## src/rtl/tvsg_pkg.sv

```systemverilog
// ----------------------------------------------------------------------------
// tvsg_pkg - shared types and constants of the three voice sound generator
// Opcodes, register numbers, read masks, fixed volume map and the
// logarithmic volume table builder.
// ----------------------------------------------------------------------------
package tvsg_pkg;

    typedef enum logic [1:0] {
        OP_TICK  = 2'd0,
        OP_LATCH = 2'd1,
        OP_WRITE = 2'd2,
        OP_READ  = 2'd3
    } opcode_t;

    // Sound chip register numbers
    localparam logic [3:0] REG_NOISE_PER  = 4'd6;
    localparam logic [3:0] REG_MIXER      = 4'd7;
    localparam logic [3:0] REG_ENV_FINE   = 4'd11;
    localparam logic [3:0] REG_ENV_COARSE = 4'd12;
    localparam logic [3:0] REG_ENV_SHAPE  = 4'd13;
    localparam logic [3:0] REG_PORT_A     = 4'd14;
    localparam logic [3:0] REG_PORT_B     = 4'd15;

    // Configuration register indexes
    localparam logic [2:0] CFG_AY_MODE     = 3'd0;
    localparam logic [2:0] CFG_STEREO_MODE = 3'd1;
    localparam logic [2:0] CFG_WEIGHT_BASE = 3'd2;

    localparam int VOL_W    = 14;
    localparam int SAMPLE_W = 15;

    // Attenuation step 2^(-1/6.36) in Q30
    localparam logic [63:0] ATT_STEP = 64'd962871006;
    localparam logic [63:0] ATT_DIV  = 64'd3 << 30;

    typedef logic [31:0][VOL_W-1:0] vol_table_t;

    // Snapshot of chip state that feeds the mixer
    typedef struct packed {
        logic [2:0]      tone_sq;
        logic            noise_sq;
        logic [7:0]      mixer;
        logic [2:0][4:0] vol_ctrl;
        logic [3:0]      shape;
        logic [5:0]      env_step;
        logic [7:0]      port_a;
        logic [7:0]      port_b;
        logic [7:0]      read_data;
    } mix_src_t;

    function automatic logic [7:0] read_mask(input logic [3:0] idx);
        logic [7:0] m;
        case (idx)
            4'd1, 4'd3, 4'd5, 4'd13: m = 8'h0f;
            4'd6, 4'd8, 4'd9, 4'd10: m = 8'h1f;
            default:                 m = 8'hff;
        endcase
        return m;
    endfunction

    // 0, 3, 5, ... 31
    function automatic logic [4:0] fixed_level(input logic [3:0] n);
        return (n == 4'd0) ? 5'd0 : {n, 1'b1};
    endfunction

    function automatic vol_table_t build_vol_rom(input int unsigned full_scale);
        logic [63:0] att [32];
        logic [63:0] raw0;
        logic [63:0] rawv;
        vol_table_t  rom;
        att[0] = 64'd1 << 30;
        for (int k = 1; k < 32; k++)
        begin
            att[k] = (att[k-1] * ATT_STEP) >> 30;
        end
        raw0 = (64'(full_scale) * att[31]) / ATT_DIV;
        for (int v = 0; v < 32; v++)
        begin
            rawv   = (64'(full_scale) * att[v ^ 31]) / ATT_DIV;
            rom[v] = VOL_W'(rawv - raw0);
        end
        return rom;
    endfunction

endpackage

```

## src/rtl/tvsg_mixer.sv

```systemverilog
// ----------------------------------------------------------------------------
// tvsg_mixer - envelope shaping, gating, volume lookup and stereo or mono mix
// Three register stages: channel levels, weighted products, output register.
// ----------------------------------------------------------------------------
module tvsg_mixer #(
    parameter int FULL_SCALE = 32767
) (
    input  logic                            clk,
    input  logic                            rst_n,
    input  logic                            src_valid,
    input  tvsg_pkg::mix_src_t              src,
    input  logic                            ay_mode,
    input  logic                            stereo_mode,
    input  logic [5:0][7:0]                 weight,
    input  logic                            out_stall,
    output logic                            adv,
    output logic                            out_valid,
    output logic [7:0]                      read_data,
    output logic [tvsg_pkg::SAMPLE_W-1:0]   left_sample,
    output logic [tvsg_pkg::SAMPLE_W-1:0]   right_sample,
    output logic [7:0]                      port_a_out,
    output logic [7:0]                      port_b_out
);

    localparam int VW = tvsg_pkg::VOL_W;
    localparam int PW = VW + 8;
    localparam tvsg_pkg::vol_table_t VOL_ROM = tvsg_pkg::build_vol_rom(FULL_SCALE);

    logic [2:0][VW-1:0] part_next;
    logic [2:0][VW-1:0] part_reg;
    logic [7:0]         rd2_reg, pa2_reg, pb2_reg;
    logic               v2_reg;

    logic [2:0][PW-1:0] prod_l_reg, prod_r_reg;
    logic [VW+1:0]      mono_reg;
    logic [7:0]         rd3_reg, pa3_reg, pb3_reg;
    logic               v3_reg;

    logic [PW+1:0]      sum_l, sum_r;
    logic               out_valid_reg;
    logic [7:0]         rd_out_reg, pa_out_reg, pb_out_reg;
    logic [tvsg_pkg::SAMPLE_W-1:0] left_reg, right_reg;

    logic [5:0] env_pos;
    logic [4:0] env_q;
    logic       env_first;
    logic [4:0] env_level;
    logic [4:0] lvl;
    logic       gate;

    assign adv = !out_valid_reg || !out_stall;

    always_comb
    begin
        env_pos   = src.env_step | {5'd0, ay_mode};
        env_first = !env_pos[5];
        env_q     = env_pos[4:0];
        case (src.shape)
            4'd8:    env_level = ~env_q;
            4'd12:   env_level = env_q;
            4'd10:   env_level = env_first ? ~env_q : env_q;
            4'd14:   env_level = env_first ? env_q : ~env_q;
            4'd11:   env_level = env_first ? ~env_q : 5'd31;
            4'd13:   env_level = env_first ? env_q : 5'd31;
            4'd4, 4'd5, 4'd6, 4'd7, 4'd15:
                     env_level = env_first ? env_q : 5'd0;
            default: env_level = env_first ? ~env_q : 5'd0;
        endcase
        lvl  = '0;
        gate = 1'b0;
        for (int c = 0; c < 3; c++)
        begin
            lvl = src.vol_ctrl[c][4] ? env_level
                                     : tvsg_pkg::fixed_level(src.vol_ctrl[c][3:0]);
            gate = (src.tone_sq[c] | src.mixer[c]) & (src.noise_sq | src.mixer[c+3]);
            part_next[c] = gate ? VOL_ROM[lvl] : '0;
        end
    end

    always_comb
    begin
        sum_l = (PW+2)'(prod_l_reg[0]) + (PW+2)'(prod_l_reg[1]) + (PW+2)'(prod_l_reg[2]);
        sum_r = (PW+2)'(prod_r_reg[0]) + (PW+2)'(prod_r_reg[1]) + (PW+2)'(prod_r_reg[2]);
    end

    always_ff @(posedge clk or negedge rst_n)
    begin
        if (!rst_n)
        begin
            v2_reg        <= 1'b0;
            v3_reg        <= 1'b0;
            out_valid_reg <= 1'b0;
        end
        else if (adv)
        begin
            v2_reg        <= src_valid;
            v3_reg        <= v2_reg;
            out_valid_reg <= v3_reg;
        end
    end

    always_ff @(posedge clk)
    begin
        if (adv)
        begin
            // level stage
            part_reg <= part_next;
            rd2_reg  <= src.read_data;
            pa2_reg  <= src.mixer[6] ? src.port_a : 8'hff;
            pb2_reg  <= src.mixer[7] ? src.port_b : 8'hff;
            // product stage
            for (int c = 0; c < 3; c++)
            begin
                prod_l_reg[c] <= PW'(part_reg[c]) * PW'(weight[c]);
                prod_r_reg[c] <= PW'(part_reg[c]) * PW'(weight[c+3]);
            end
            mono_reg <= (VW+2)'(part_reg[0]) + (VW+2)'(part_reg[1]) + (VW+2)'(part_reg[2]);
            rd3_reg  <= rd2_reg;
            pa3_reg  <= pa2_reg;
            pb3_reg  <= pb2_reg;
            // output stage: in stereo mode drop the 1/256 weight scale
            left_reg   <= stereo_mode ? sum_l[8 +: tvsg_pkg::SAMPLE_W]
                                      : mono_reg[tvsg_pkg::SAMPLE_W-1:0];
            right_reg  <= stereo_mode ? sum_r[8 +: tvsg_pkg::SAMPLE_W]
                                      : mono_reg[tvsg_pkg::SAMPLE_W-1:0];
            rd_out_reg <= rd3_reg;
            pa_out_reg <= pa3_reg;
            pb_out_reg <= pb3_reg;
        end
    end

    assign out_valid    = out_valid_reg;
    assign read_data    = rd_out_reg;
    assign left_sample  = left_reg;
    assign right_sample = right_reg;
    assign port_a_out   = pa_out_reg;
    assign port_b_out   = pb_out_reg;

endmodule

```

## src/rtl/three_voice_sound_generator.sv

```systemverilog
// Throughput: one request per cycle unless out_stall holds back a valid output;
// the four-stage pipeline (chip state, channel levels, weighted products,
// output register) advances together.
// Reset: chip registers, dividers and flags clear, noise shift register
// holds one, stereo mix on with all weights 255; the pipeline comes up empty.
// ----------------------------------------------------------------------------
// three_voice_sound_generator - three voice programmable sound generator
// Bus access and tick handling on sixteen chip registers, tone, noise and
// envelope dividers, followed by the mixing pipeline.
// ----------------------------------------------------------------------------
module three_voice_sound_generator #(
    parameter int FULL_SCALE = 32767
) (
    input  logic        clk,
    input  logic        rst_n,
    input  logic        in_valid,
    output logic        in_stall,
    input  logic [1:0]  opcode,
    input  logic [7:0]  data_byte,
    input  logic [7:0]  port_pins,
    output logic        out_valid,
    input  logic        out_stall,
    output logic [7:0]  read_data,
    output logic [14:0] left_sample,
    output logic [14:0] right_sample,
    output logic [7:0]  port_a_out,
    output logic [7:0]  port_b_out,
    input  logic        cfg_write,
    input  logic [2:0]  cfg_index,
    input  logic [7:0]  cfg_data
);

    logic              adv;
    logic              accept;
    tvsg_pkg::opcode_t op;

    logic [7:0]  regfile_reg  [16];
    logic [7:0]  regfile_next [16];
    logic [7:0]  sel_reg, sel_next;
    logic [2:0][12:0] tone_cnt_reg, tone_cnt_next;
    logic [2:0]  tone_sq_reg, tone_sq_next;
    logic [5:0]  noise_cnt_reg, noise_cnt_next;
    logic [16:0] lfsr_reg, lfsr_next;
    logic        noise_sq_reg, noise_sq_next;
    logic [16:0] env_cnt_reg, env_cnt_next;
    logic [5:0]  env_step_reg, env_step_next;
    logic [7:0]  rd_reg, rd_next;
    logic        v1_reg;

    logic            ay_mode_reg;
    logic            stereo_reg;
    logic [5:0][7:0] weight_reg;

    logic [3:0]         shape;
    tvsg_pkg::mix_src_t src;

    assign accept   = in_valid && !in_stall;
    assign in_stall = !adv;
    assign op       = tvsg_pkg::opcode_t'(opcode);
    assign shape    = regfile_reg[tvsg_pkg::REG_ENV_SHAPE][3:0];

    always_comb
    begin
        regfile_next   = regfile_reg;
        sel_next       = sel_reg;
        tone_cnt_next  = tone_cnt_reg;
        tone_sq_next   = tone_sq_reg;
        noise_cnt_next = noise_cnt_reg;
        lfsr_next      = lfsr_reg;
        noise_sq_next  = noise_sq_reg;
        env_cnt_next   = env_cnt_reg;
        env_step_next  = env_step_reg;
        rd_next        = rd_reg;
        if (accept)
        begin
            rd_next = 8'hff;
            case (op)
                tvsg_pkg::OP_TICK:
                begin
                    for (int c = 0; c < 3; c++)
                    begin
                        if (tone_cnt_reg[c] != '0)
                        begin
                            tone_cnt_next[c] = tone_cnt_reg[c] - 13'd1;
                        end
                        else
                        begin
                            tone_sq_next[c]  = ~tone_sq_reg[c];
                            tone_cnt_next[c] = {regfile_reg[2*c+1][3:0], regfile_reg[2*c], 1'b0};
                        end
                    end
                    if (noise_cnt_reg != '0)
                    begin
                        noise_cnt_next = noise_cnt_reg - 6'd1;
                    end
                    else
                    begin
                        noise_cnt_next = {regfile_reg[tvsg_pkg::REG_NOISE_PER][4:0], 1'b0};
                        noise_sq_next  = noise_sq_reg ^ lfsr_reg[0];
                        lfsr_next      = {lfsr_reg[0] ^ lfsr_reg[3], lfsr_reg[16:1]};
                    end
                    if (env_cnt_reg != '0)
                    begin
                        env_cnt_next = env_cnt_reg - 17'd1;
                    end
                    else
                    begin
                        env_cnt_next = {regfile_reg[tvsg_pkg::REG_ENV_COARSE],
                                        regfile_reg[tvsg_pkg::REG_ENV_FINE], 1'b0};
                        // wrap for repeating shapes, hold at the end otherwise
                        if (env_step_reg == 6'd63)
                        begin
                            env_step_next = (shape[3] && !shape[0]) ? 6'd0 : 6'd63;
                        end
                        else
                        begin
                            env_step_next = env_step_reg + 6'd1;
                        end
                    end
                end
                tvsg_pkg::OP_LATCH:
                begin
                    sel_next = data_byte;
                end
                tvsg_pkg::OP_WRITE:
                begin
                    if (sel_reg[7:4] == 4'd0)
                    begin
                        regfile_next[sel_reg[3:0]] = data_byte;
                        if (sel_reg[3:0] == tvsg_pkg::REG_ENV_SHAPE)
                        begin
                            env_step_next = '0;
                        end
                    end
                end
                tvsg_pkg::OP_READ:
                begin
                    if (sel_reg == {4'd0, tvsg_pkg::REG_PORT_A})
                    begin
                        rd_next = port_pins & (regfile_reg[tvsg_pkg::REG_MIXER][6]
                                  ? regfile_reg[tvsg_pkg::REG_PORT_A] : 8'hff);
                    end
                    else if (sel_reg == {4'd0, tvsg_pkg::REG_PORT_B})
                    begin
                        rd_next = port_pins & (regfile_reg[tvsg_pkg::REG_MIXER][7]
                                  ? regfile_reg[tvsg_pkg::REG_PORT_B] : 8'hff);
                    end
                    else if (sel_reg[7:4] == 4'd0)
                    begin
                        rd_next = regfile_reg[sel_reg[3:0]] & tvsg_pkg::read_mask(sel_reg[3:0]);
                    end
                end
                default:
                begin
                    rd_next = 8'hff;
                end
            endcase
        end
    end

    always_ff @(posedge clk or negedge rst_n)
    begin
        if (!rst_n)
        begin
            for (int i = 0; i < 16; i++)
            begin
                regfile_reg[i] <= '0;
            end
            sel_reg       <= '0;
            tone_cnt_reg  <= '0;
            tone_sq_reg   <= '0;
            noise_cnt_reg <= '0;
            lfsr_reg      <= 17'd1;
            noise_sq_reg  <= 1'b0;
            env_cnt_reg   <= '0;
            env_step_reg  <= '0;
            v1_reg        <= 1'b0;
            ay_mode_reg   <= 1'b0;
            stereo_reg    <= 1'b1;
            weight_reg    <= {6{8'hff}};
        end
        else
        begin
            regfile_reg   <= regfile_next;
            sel_reg       <= sel_next;
            tone_cnt_reg  <= tone_cnt_next;
            tone_sq_reg   <= tone_sq_next;
            noise_cnt_reg <= noise_cnt_next;
            lfsr_reg      <= lfsr_next;
            noise_sq_reg  <= noise_sq_next;
            env_cnt_reg   <= env_cnt_next;
            env_step_reg  <= env_step_next;
            if (adv)
            begin
                v1_reg <= in_valid;
            end
            if (cfg_write)
            begin
                if (cfg_index == tvsg_pkg::CFG_AY_MODE)
                begin
                    ay_mode_reg <= cfg_data[0];
                end
                else if (cfg_index == tvsg_pkg::CFG_STEREO_MODE)
                begin
                    stereo_reg <= cfg_data[0];
                end
                else
                begin
                    weight_reg[cfg_index - tvsg_pkg::CFG_WEIGHT_BASE] <= cfg_data;
                end
            end
        end
    end

    always_ff @(posedge clk)
    begin
        rd_reg <= rd_next;
    end

    always_comb
    begin
        src.tone_sq   = tone_sq_reg;
        src.noise_sq  = noise_sq_reg;
        src.mixer     = regfile_reg[tvsg_pkg::REG_MIXER];
        for (int c = 0; c < 3; c++)
        begin
            src.vol_ctrl[c] = regfile_reg[8+c][4:0];
        end
        src.shape     = shape;
        src.env_step  = env_step_reg;
        src.port_a    = regfile_reg[tvsg_pkg::REG_PORT_A];
        src.port_b    = regfile_reg[tvsg_pkg::REG_PORT_B];
        src.read_data = rd_reg;
    end

    tvsg_mixer #(
        .FULL_SCALE (FULL_SCALE)
    ) u_mixer (
        .clk          (clk),
        .rst_n        (rst_n),
        .src_valid    (v1_reg),
        .src          (src),
        .ay_mode      (ay_mode_reg),
        .stereo_mode  (stereo_reg),
        .weight       (weight_reg),
        .out_stall    (out_stall),
        .adv          (adv),
        .out_valid    (out_valid),
        .read_data    (read_data),
        .left_sample  (left_sample),
        .right_sample (right_sample),
        .port_a_out   (port_a_out),
        .port_b_out   (port_b_out)
    );

    a_lfsr_nonzero: assert property (@(posedge clk) disable iff (!rst_n)
        lfsr_reg != '0)
        else $error("noise shift register locked at zero");

    a_shape_restart: assert property (@(posedge clk) disable iff (!rst_n)
        accept && op == tvsg_pkg::OP_WRITE && sel_reg == {4'd0, tvsg_pkg::REG_ENV_SHAPE}
        |=> env_step_reg == '0)
        else $error("envelope did not restart on shape write");

    a_latch: assert property (@(posedge clk) disable iff (!rst_n)
        accept && op == tvsg_pkg::OP_LATCH |=> sel_reg == $past(data_byte))
        else $error("latched register number lost");

    a_no_read: assert property (@(posedge clk) disable iff (!rst_n)
        accept && op != tvsg_pkg::OP_READ |=> rd_reg == 8'hff)
        else $error("read data set by a request that is not a read");

endmodule
```

## config.mk

```make
export PLATFORM = sky130hd
export DESIGN_NAME = three_voice_sound_generator
export DESIGN_NICKNAME = d
export VERILOG_FILES = /design/src/rtl/tvsg_pkg.sv /design/src/rtl/tvsg_mixer.sv /design/src/rtl/three_voice_sound_generator.sv
export SDC_FILE = /design/constraint.sdc
export NUM_CORES = 2
export LEC_CHECK = 0
export ABC_AREA = 0
export BUFFER_PORTS_ARGS = -buffer_cell sky130_fd_sc_hd__buf_2
export CAP_MARGIN = 0
export CORE_MARGIN = 8
export CORE_UTILIZATION = 29
export DETAILED_ROUTE_END_ITERATION = 6
export GPL_TIMING_DRIVEN = 0
export PLACE_DENSITY = 0.55
export RECOVER_POWER = 100
export SYNTH_ARGS = -nofsm -noshare
export SYNTH_HDL_FRONTEND = slang
export SYNTH_SLANG_ARGS = --single-unit
```

## constraint.sdc

```tcl
create_clock -name clk -period 22 [get_ports clk]
set_clock_uncertainty 0.1 [all_clocks]
set_input_delay 0 -clock clk [delete_from_list [all_inputs] [get_ports clk]]
set_output_delay 0 -clock clk [all_outputs]
set_load 0.05 [all_outputs]
```

==> results.txt <==
The flow ran to the end, but the final reports show violations. The checks that failed: capacitance limit, slew limit. TritonCTS built the clock tree.

The arrival time at the worst endpoint came out at ~12 ns. The synthesized design contains ~300 enable-type register cells. For this run, the number of Yosys warnings is 0. The number of antenna violations at the first check in global routing came out at 13. The portion of synthesized cell area occupied by the leading cell type came out at 0.195.

The area of the mapped netlist is approximately 50000 um2. The leakage component of the power is about 25 nW. For this block, the via count after detailed routing is ~36k. The synthesized instance count is between 4k and 5k.

The count of endpoints failing hold in the final timing report is 0. The net count of the finished layout is 5839. The post-detailed-placement half-perimeter wirelength is approximately 110000 um. The flip-flop and latch count after synthesis came out at about 580. The share of the core filled with cells came out at 0.327. The count of H-tree levels built during CTS is 3. The number of I/O pins came out at 90. The fill cell instance count of the final layout is around 18k. The setup TNS after final layout came out at 0 ns.

After synthesis, the netlist uses between 90 and 100 different library cells. The width of the die is 432 um. The type of origin of the critical path is a register. The routed wire length per instance came out at 19.8 um. The starting DRC count in detailed routing came out at about 2.8k. Of the cells placed in the final design, the portion with a size suffix greater than 1 is 0.0996. The flip-flop count of the largest register, all copies and words added came out at between 100 and 150.

The worst setup path is captured at a register. The number of gates given a new drive strength after cts is 0. The mean post-synth cell area came out at between 10 and 15 um2. The first detailed-routing pass ran for 5 iterations. The sequential area share after synthesis came out at 0.318. From synthesis to final layout, the design area changed by 11.7%. The number of standard cells in the final layout excluding fillers came out at 7322. The root buffer cell chosen for the clock tree is sky130_fd_sc_hd__clkbuf_16.

The tool flagged a number of max-cap violations equal to 12. The max-slew violation count came to 622. The clock tree buffer depth came out at 3.

Dividing total power by cell area gives a power density of about 150 nW/um2. The number of instances in the placed design came out at 7151. The clock sink count is ~580. Clock tree synthesis inserted a total of 68 buffers. The headroom to the max-slew limit came out at -3.43. The required time of the critical path is 22.10 ns. The number of global-route vias before repair is between 30k and 40k. Setup repair after global routing left no endpoint under its margin. The count of cells along the worst hold path came out at 3. The global routing usage summed across all routing layers is 0.154. After detailed routing, the number of remaining DRC violations is 0. The maximum fanout along the worst path came out at 69. The synthesized netlist net count is roughly 5.6k. The register clock-pin slew on the reported worst setup and hold paths came out at about 0.06 ns.

The cell row count came out at ~150. The sum of overflow across all layers after global routing came out at 0. The number of buffers inserted by port buffering came out at 85. The worst-margin pin slew came out at ~6.6 ns. The chip height is ~430 um.

The vias per cell is 4.86. The maximum number of pins on one net before global-route repair is between 100 and 150. The final critical delay including setup and external delays is 12.28 ns. The number of cells on the worst reg-to-reg path is 5.

By startpoint and endpoint, the worst setup path is classified as reg2reg. The placeable core region is around 170000 um2. The starting utilization of the core area came out at 0.292.

After detailed routing, the total wire length is approximately 140000 um. The clock latency on the worst-skew pair is between 0.6 and 0.7 ns. The first global-routing pass estimated roughly 220000 um of wire.

Routability-driven placement finished with a final weighted congestion of around 0.87. By area the synthesized netlist is led by sky130_fd_sc_hd__fa_1 (19%), sky130_fd_sc_hd__edfxtp_1 (18%), sky130_fd_sc_hd__dfrtp_1 (11%). The most frequently used flop master after synthesis is sky130_fd_sc_hd__edfxtp_1. The share of async-settable or async-resettable flops after synthesis came out at 0.481. The die outline area came out at 187000 um2. Dividing the final minimum period by the clock period gives 0.558. The final number of setup-violating endpoints is 0. The peak ir drop on the vdd network is between 80 and 90 uV.

The remaining antenna violation count after routing is 0. The class of the most critical hold timing path is in2reg. The cell type contributing the most total cell area after synthesis is sky130_fd_sc_hd__fa_1.

The upper clock frequency limit is ~81 MHz.
[where the power goes]
| part | internal (W) | switching (W) |
|---|---|---|
| logic | 0.00201 | 0.00324 |
| clock network | 0.000685 | 0.000491 |
| registers | 0.00167 | 0.000334 |
| total | 0.00437 | 0.00406 |
[final timing paths]
check / start / end / slack [ns]
max: u_mixer.out_valid / u_mixer.prod_l_reg[60] / 9.72
min: data_byte[7] / regfile_reg[71] / 0.16
max reg2reg: u_mixer.out_valid / u_mixer.prod_l_reg[60] / 9.72
min reg2reg: u_mixer.pb3_reg[5] / u_mixer.port_b_out[5] / 0.32
max in group asynchronous: rst_n / tone_cnt_reg[17] / 14.86
min in group asynchronous: rst_n / lfsr_reg[0] / 0.53
[routing by layer]
| metal | wire length (um) | share of wire | up-vias | track usage |
|---|---|---|---|---|
| li1 | - | - | 16500 | - |
| met1 | 64800 | 0.45 | 17900 | 0.206 |
| met2 | 67300 | 0.47 | 929 | 0.253 |
| met3 | 7610 | 0.053 | 235 | 0.0260 |
| met4 | 5000 | 0.035 | 2 | 0.0500 |
| met5 | 13 | 0.000090 | - | 0 |
[logic make-up after synthesis]
| group | Yosys count | synth area share |
|---|---|---|
| AO/OA/AOI/OAI | 678 | 0.0911 |
| AND/OR/NAND/NOR | 1474 | 0.156 |
| XOR/XNOR | 118 | 0.0207 |
| buffers and inverters | 786 | 0.0610 |
| adder cells (fa/ha/maj) | 851 | 0.285 |
| flip-flops | 576 | 0.318 |
| multiplexers | 266 | 0.0677 |
[per-stage QoR]
stage	setup WS, ns	total power, W	cell area [um2]	hold WS, ns
after floorplan	12.12	0.00561	50200	-0.396
after global placement	7.00	0.00728	53600	0.259
after detailed placement	15.61	0.00726	53700	-0.124
after CTS	15.55	0.00851	56500	0.125
after global routing	8.43	0.00917	56100	0.157
final	9.72	0.00843	56100	0.165
[cells in the final DEF (no fill, tap or decap), types with 32 or more instances in the layout]
master / netlist / layout
sky130_fd_sc_hd__inv_1: 599 / 600
sky130_fd_sc_hd__and2_1: 556 / 526
sky130_fd_sc_hd__fa_1: 489 / 489
sky130_fd_sc_hd__ha_1: 362 / 362
sky130_fd_sc_hd__edfxtp_1: 299 / 299
sky130_fd_sc_hd__nand2_1: 297 / 297
sky130_fd_sc_hd__clkbuf_1: 143 / 227
sky130_fd_sc_hd__dfrtp_1: 227 / 227
sky130_fd_sc_hd__nor2_1: 207 / 207
sky130_fd_sc_hd__mux2_2: 203 / 200
sky130_fd_sc_hd__a21oi_1: 173 / 174
sky130_fd_sc_hd__o21ai_0: 134 / 138
sky130_fd_sc_hd__nor3_1: 104 / 110
sky130_fd_sc_hd__xnor2_1: 88 / 88
sky130_fd_sc_hd__clkbuf_16: 0 / 70
sky130_fd_sc_hd__nand3_1: 67 / 67
sky130_fd_sc_hd__a21o_1: 51 / 51
sky130_fd_sc_hd__dfstp_2: 50 / 48
sky130_fd_sc_hd__nand2b_1: 46 / 46
sky130_fd_sc_hd__buf_2: 18 / 43
sky130_fd_sc_hd__dlygate4sd3_1: 0 / 42
sky130_fd_sc_hd__mux4_2: 38 / 38
sky130_fd_sc_hd__o211ai_1: 32 / 32
[repair_timing]
action | CTS | global route
setup buffers | 0 | 0
hold buffers | 43 | 0
endpoints found under the hold margin | 393 | 0
[cell usage after synthesis (14+ instances only)]
| library cell | number |
|---|---|
| sky130_fd_sc_hd__mux4_2 | 38 |
| sky130_fd_sc_hd__fa_1 | 489 |
| sky130_fd_sc_hd__xnor2_1 | 88 |
| sky130_fd_sc_hd__or3_1 | 25 |
| sky130_fd_sc_hd__nor2_1 | 207 |
| sky130_fd_sc_hd__o21ai_0 | 134 |
| sky130_fd_sc_hd__nand2b_1 | 46 |
| sky130_fd_sc_hd__a31oi_1 | 21 |
| sky130_fd_sc_hd__a21o_1 | 51 |
| sky130_fd_sc_hd__nand2_1 | 297 |
| sky130_fd_sc_hd__inv_1 | 599 |
| sky130_fd_sc_hd__o21bai_1 | 14 |
| sky130_fd_sc_hd__buf_2 | 18 |
| sky130_fd_sc_hd__or4_1 | 17 |
| sky130_fd_sc_hd__dfstp_2 | 50 |
| sky130_fd_sc_hd__and2_1 | 556 |
| sky130_fd_sc_hd__nor3b_1 | 16 |
| sky130_fd_sc_hd__edfxtp_1 | 299 |
| sky130_fd_sc_hd__xor2_1 | 29 |
| sky130_fd_sc_hd__nor2b_1 | 21 |
| sky130_fd_sc_hd__nor3_1 | 104 |
| sky130_fd_sc_hd__a21oi_1 | 173 |
| sky130_fd_sc_hd__mux2i_1 | 22 |
| sky130_fd_sc_hd__and3_1 | 29 |
| sky130_fd_sc_hd__o21a_1 | 29 |
| sky130_fd_sc_hd__o22ai_1 | 26 |
| sky130_fd_sc_hd__a211oi_1 | 27 |
| sky130_fd_sc_hd__ha_1 | 362 |
| sky130_fd_sc_hd__nand4_1 | 17 |
| sky130_fd_sc_hd__o211ai_1 | 32 |
| sky130_fd_sc_hd__nor4_1 | 17 |
| sky130_fd_sc_hd__clkbuf_1 | 143 |
| sky130_fd_sc_hd__or2_2 | 21 |
| sky130_fd_sc_hd__nand3_1 | 67 |
| sky130_fd_sc_hd__dfrtp_1 | 227 |
| sky130_fd_sc_hd__o31ai_1 | 28 |
| sky130_fd_sc_hd__mux2_2 | 203 |
[layout make-up]
cell class | count | area, um2 | area share
Tap cell | 2310 | 2890 | 0.0515
Multi-Input combinational cell | 3387 | 31100 | 0.554
Antenna cell | 3 | 7.51 | 0.000134
Buffer | 184 | 801 | 0.0143
Clock buffer | 94 | 1940 | 0.0346
Sequential cell | 576 | 16000 | 0.285
Clock inverter | 31 | 364 | 0.00649
Inverter | 602 | 2260 | 0.0403
Timing Repair Buffer | 135 | 805 | 0.0143
[critical path, stage by stage (launching register included)]
cell                       delay [ns]
sky130_fd_sc_hd__dfrtp_1         0.37
sky130_fd_sc_hd__nand2_1         1.73
sky130_fd_sc_hd__clkbuf_1        2.33
sky130_fd_sc_hd__clkbuf_1        1.71
sky130_fd_sc_hd__clkbuf_1        2.68
sky130_fd_sc_hd__clkbuf_1        2.67
Power figures use the tool's default switching activity.
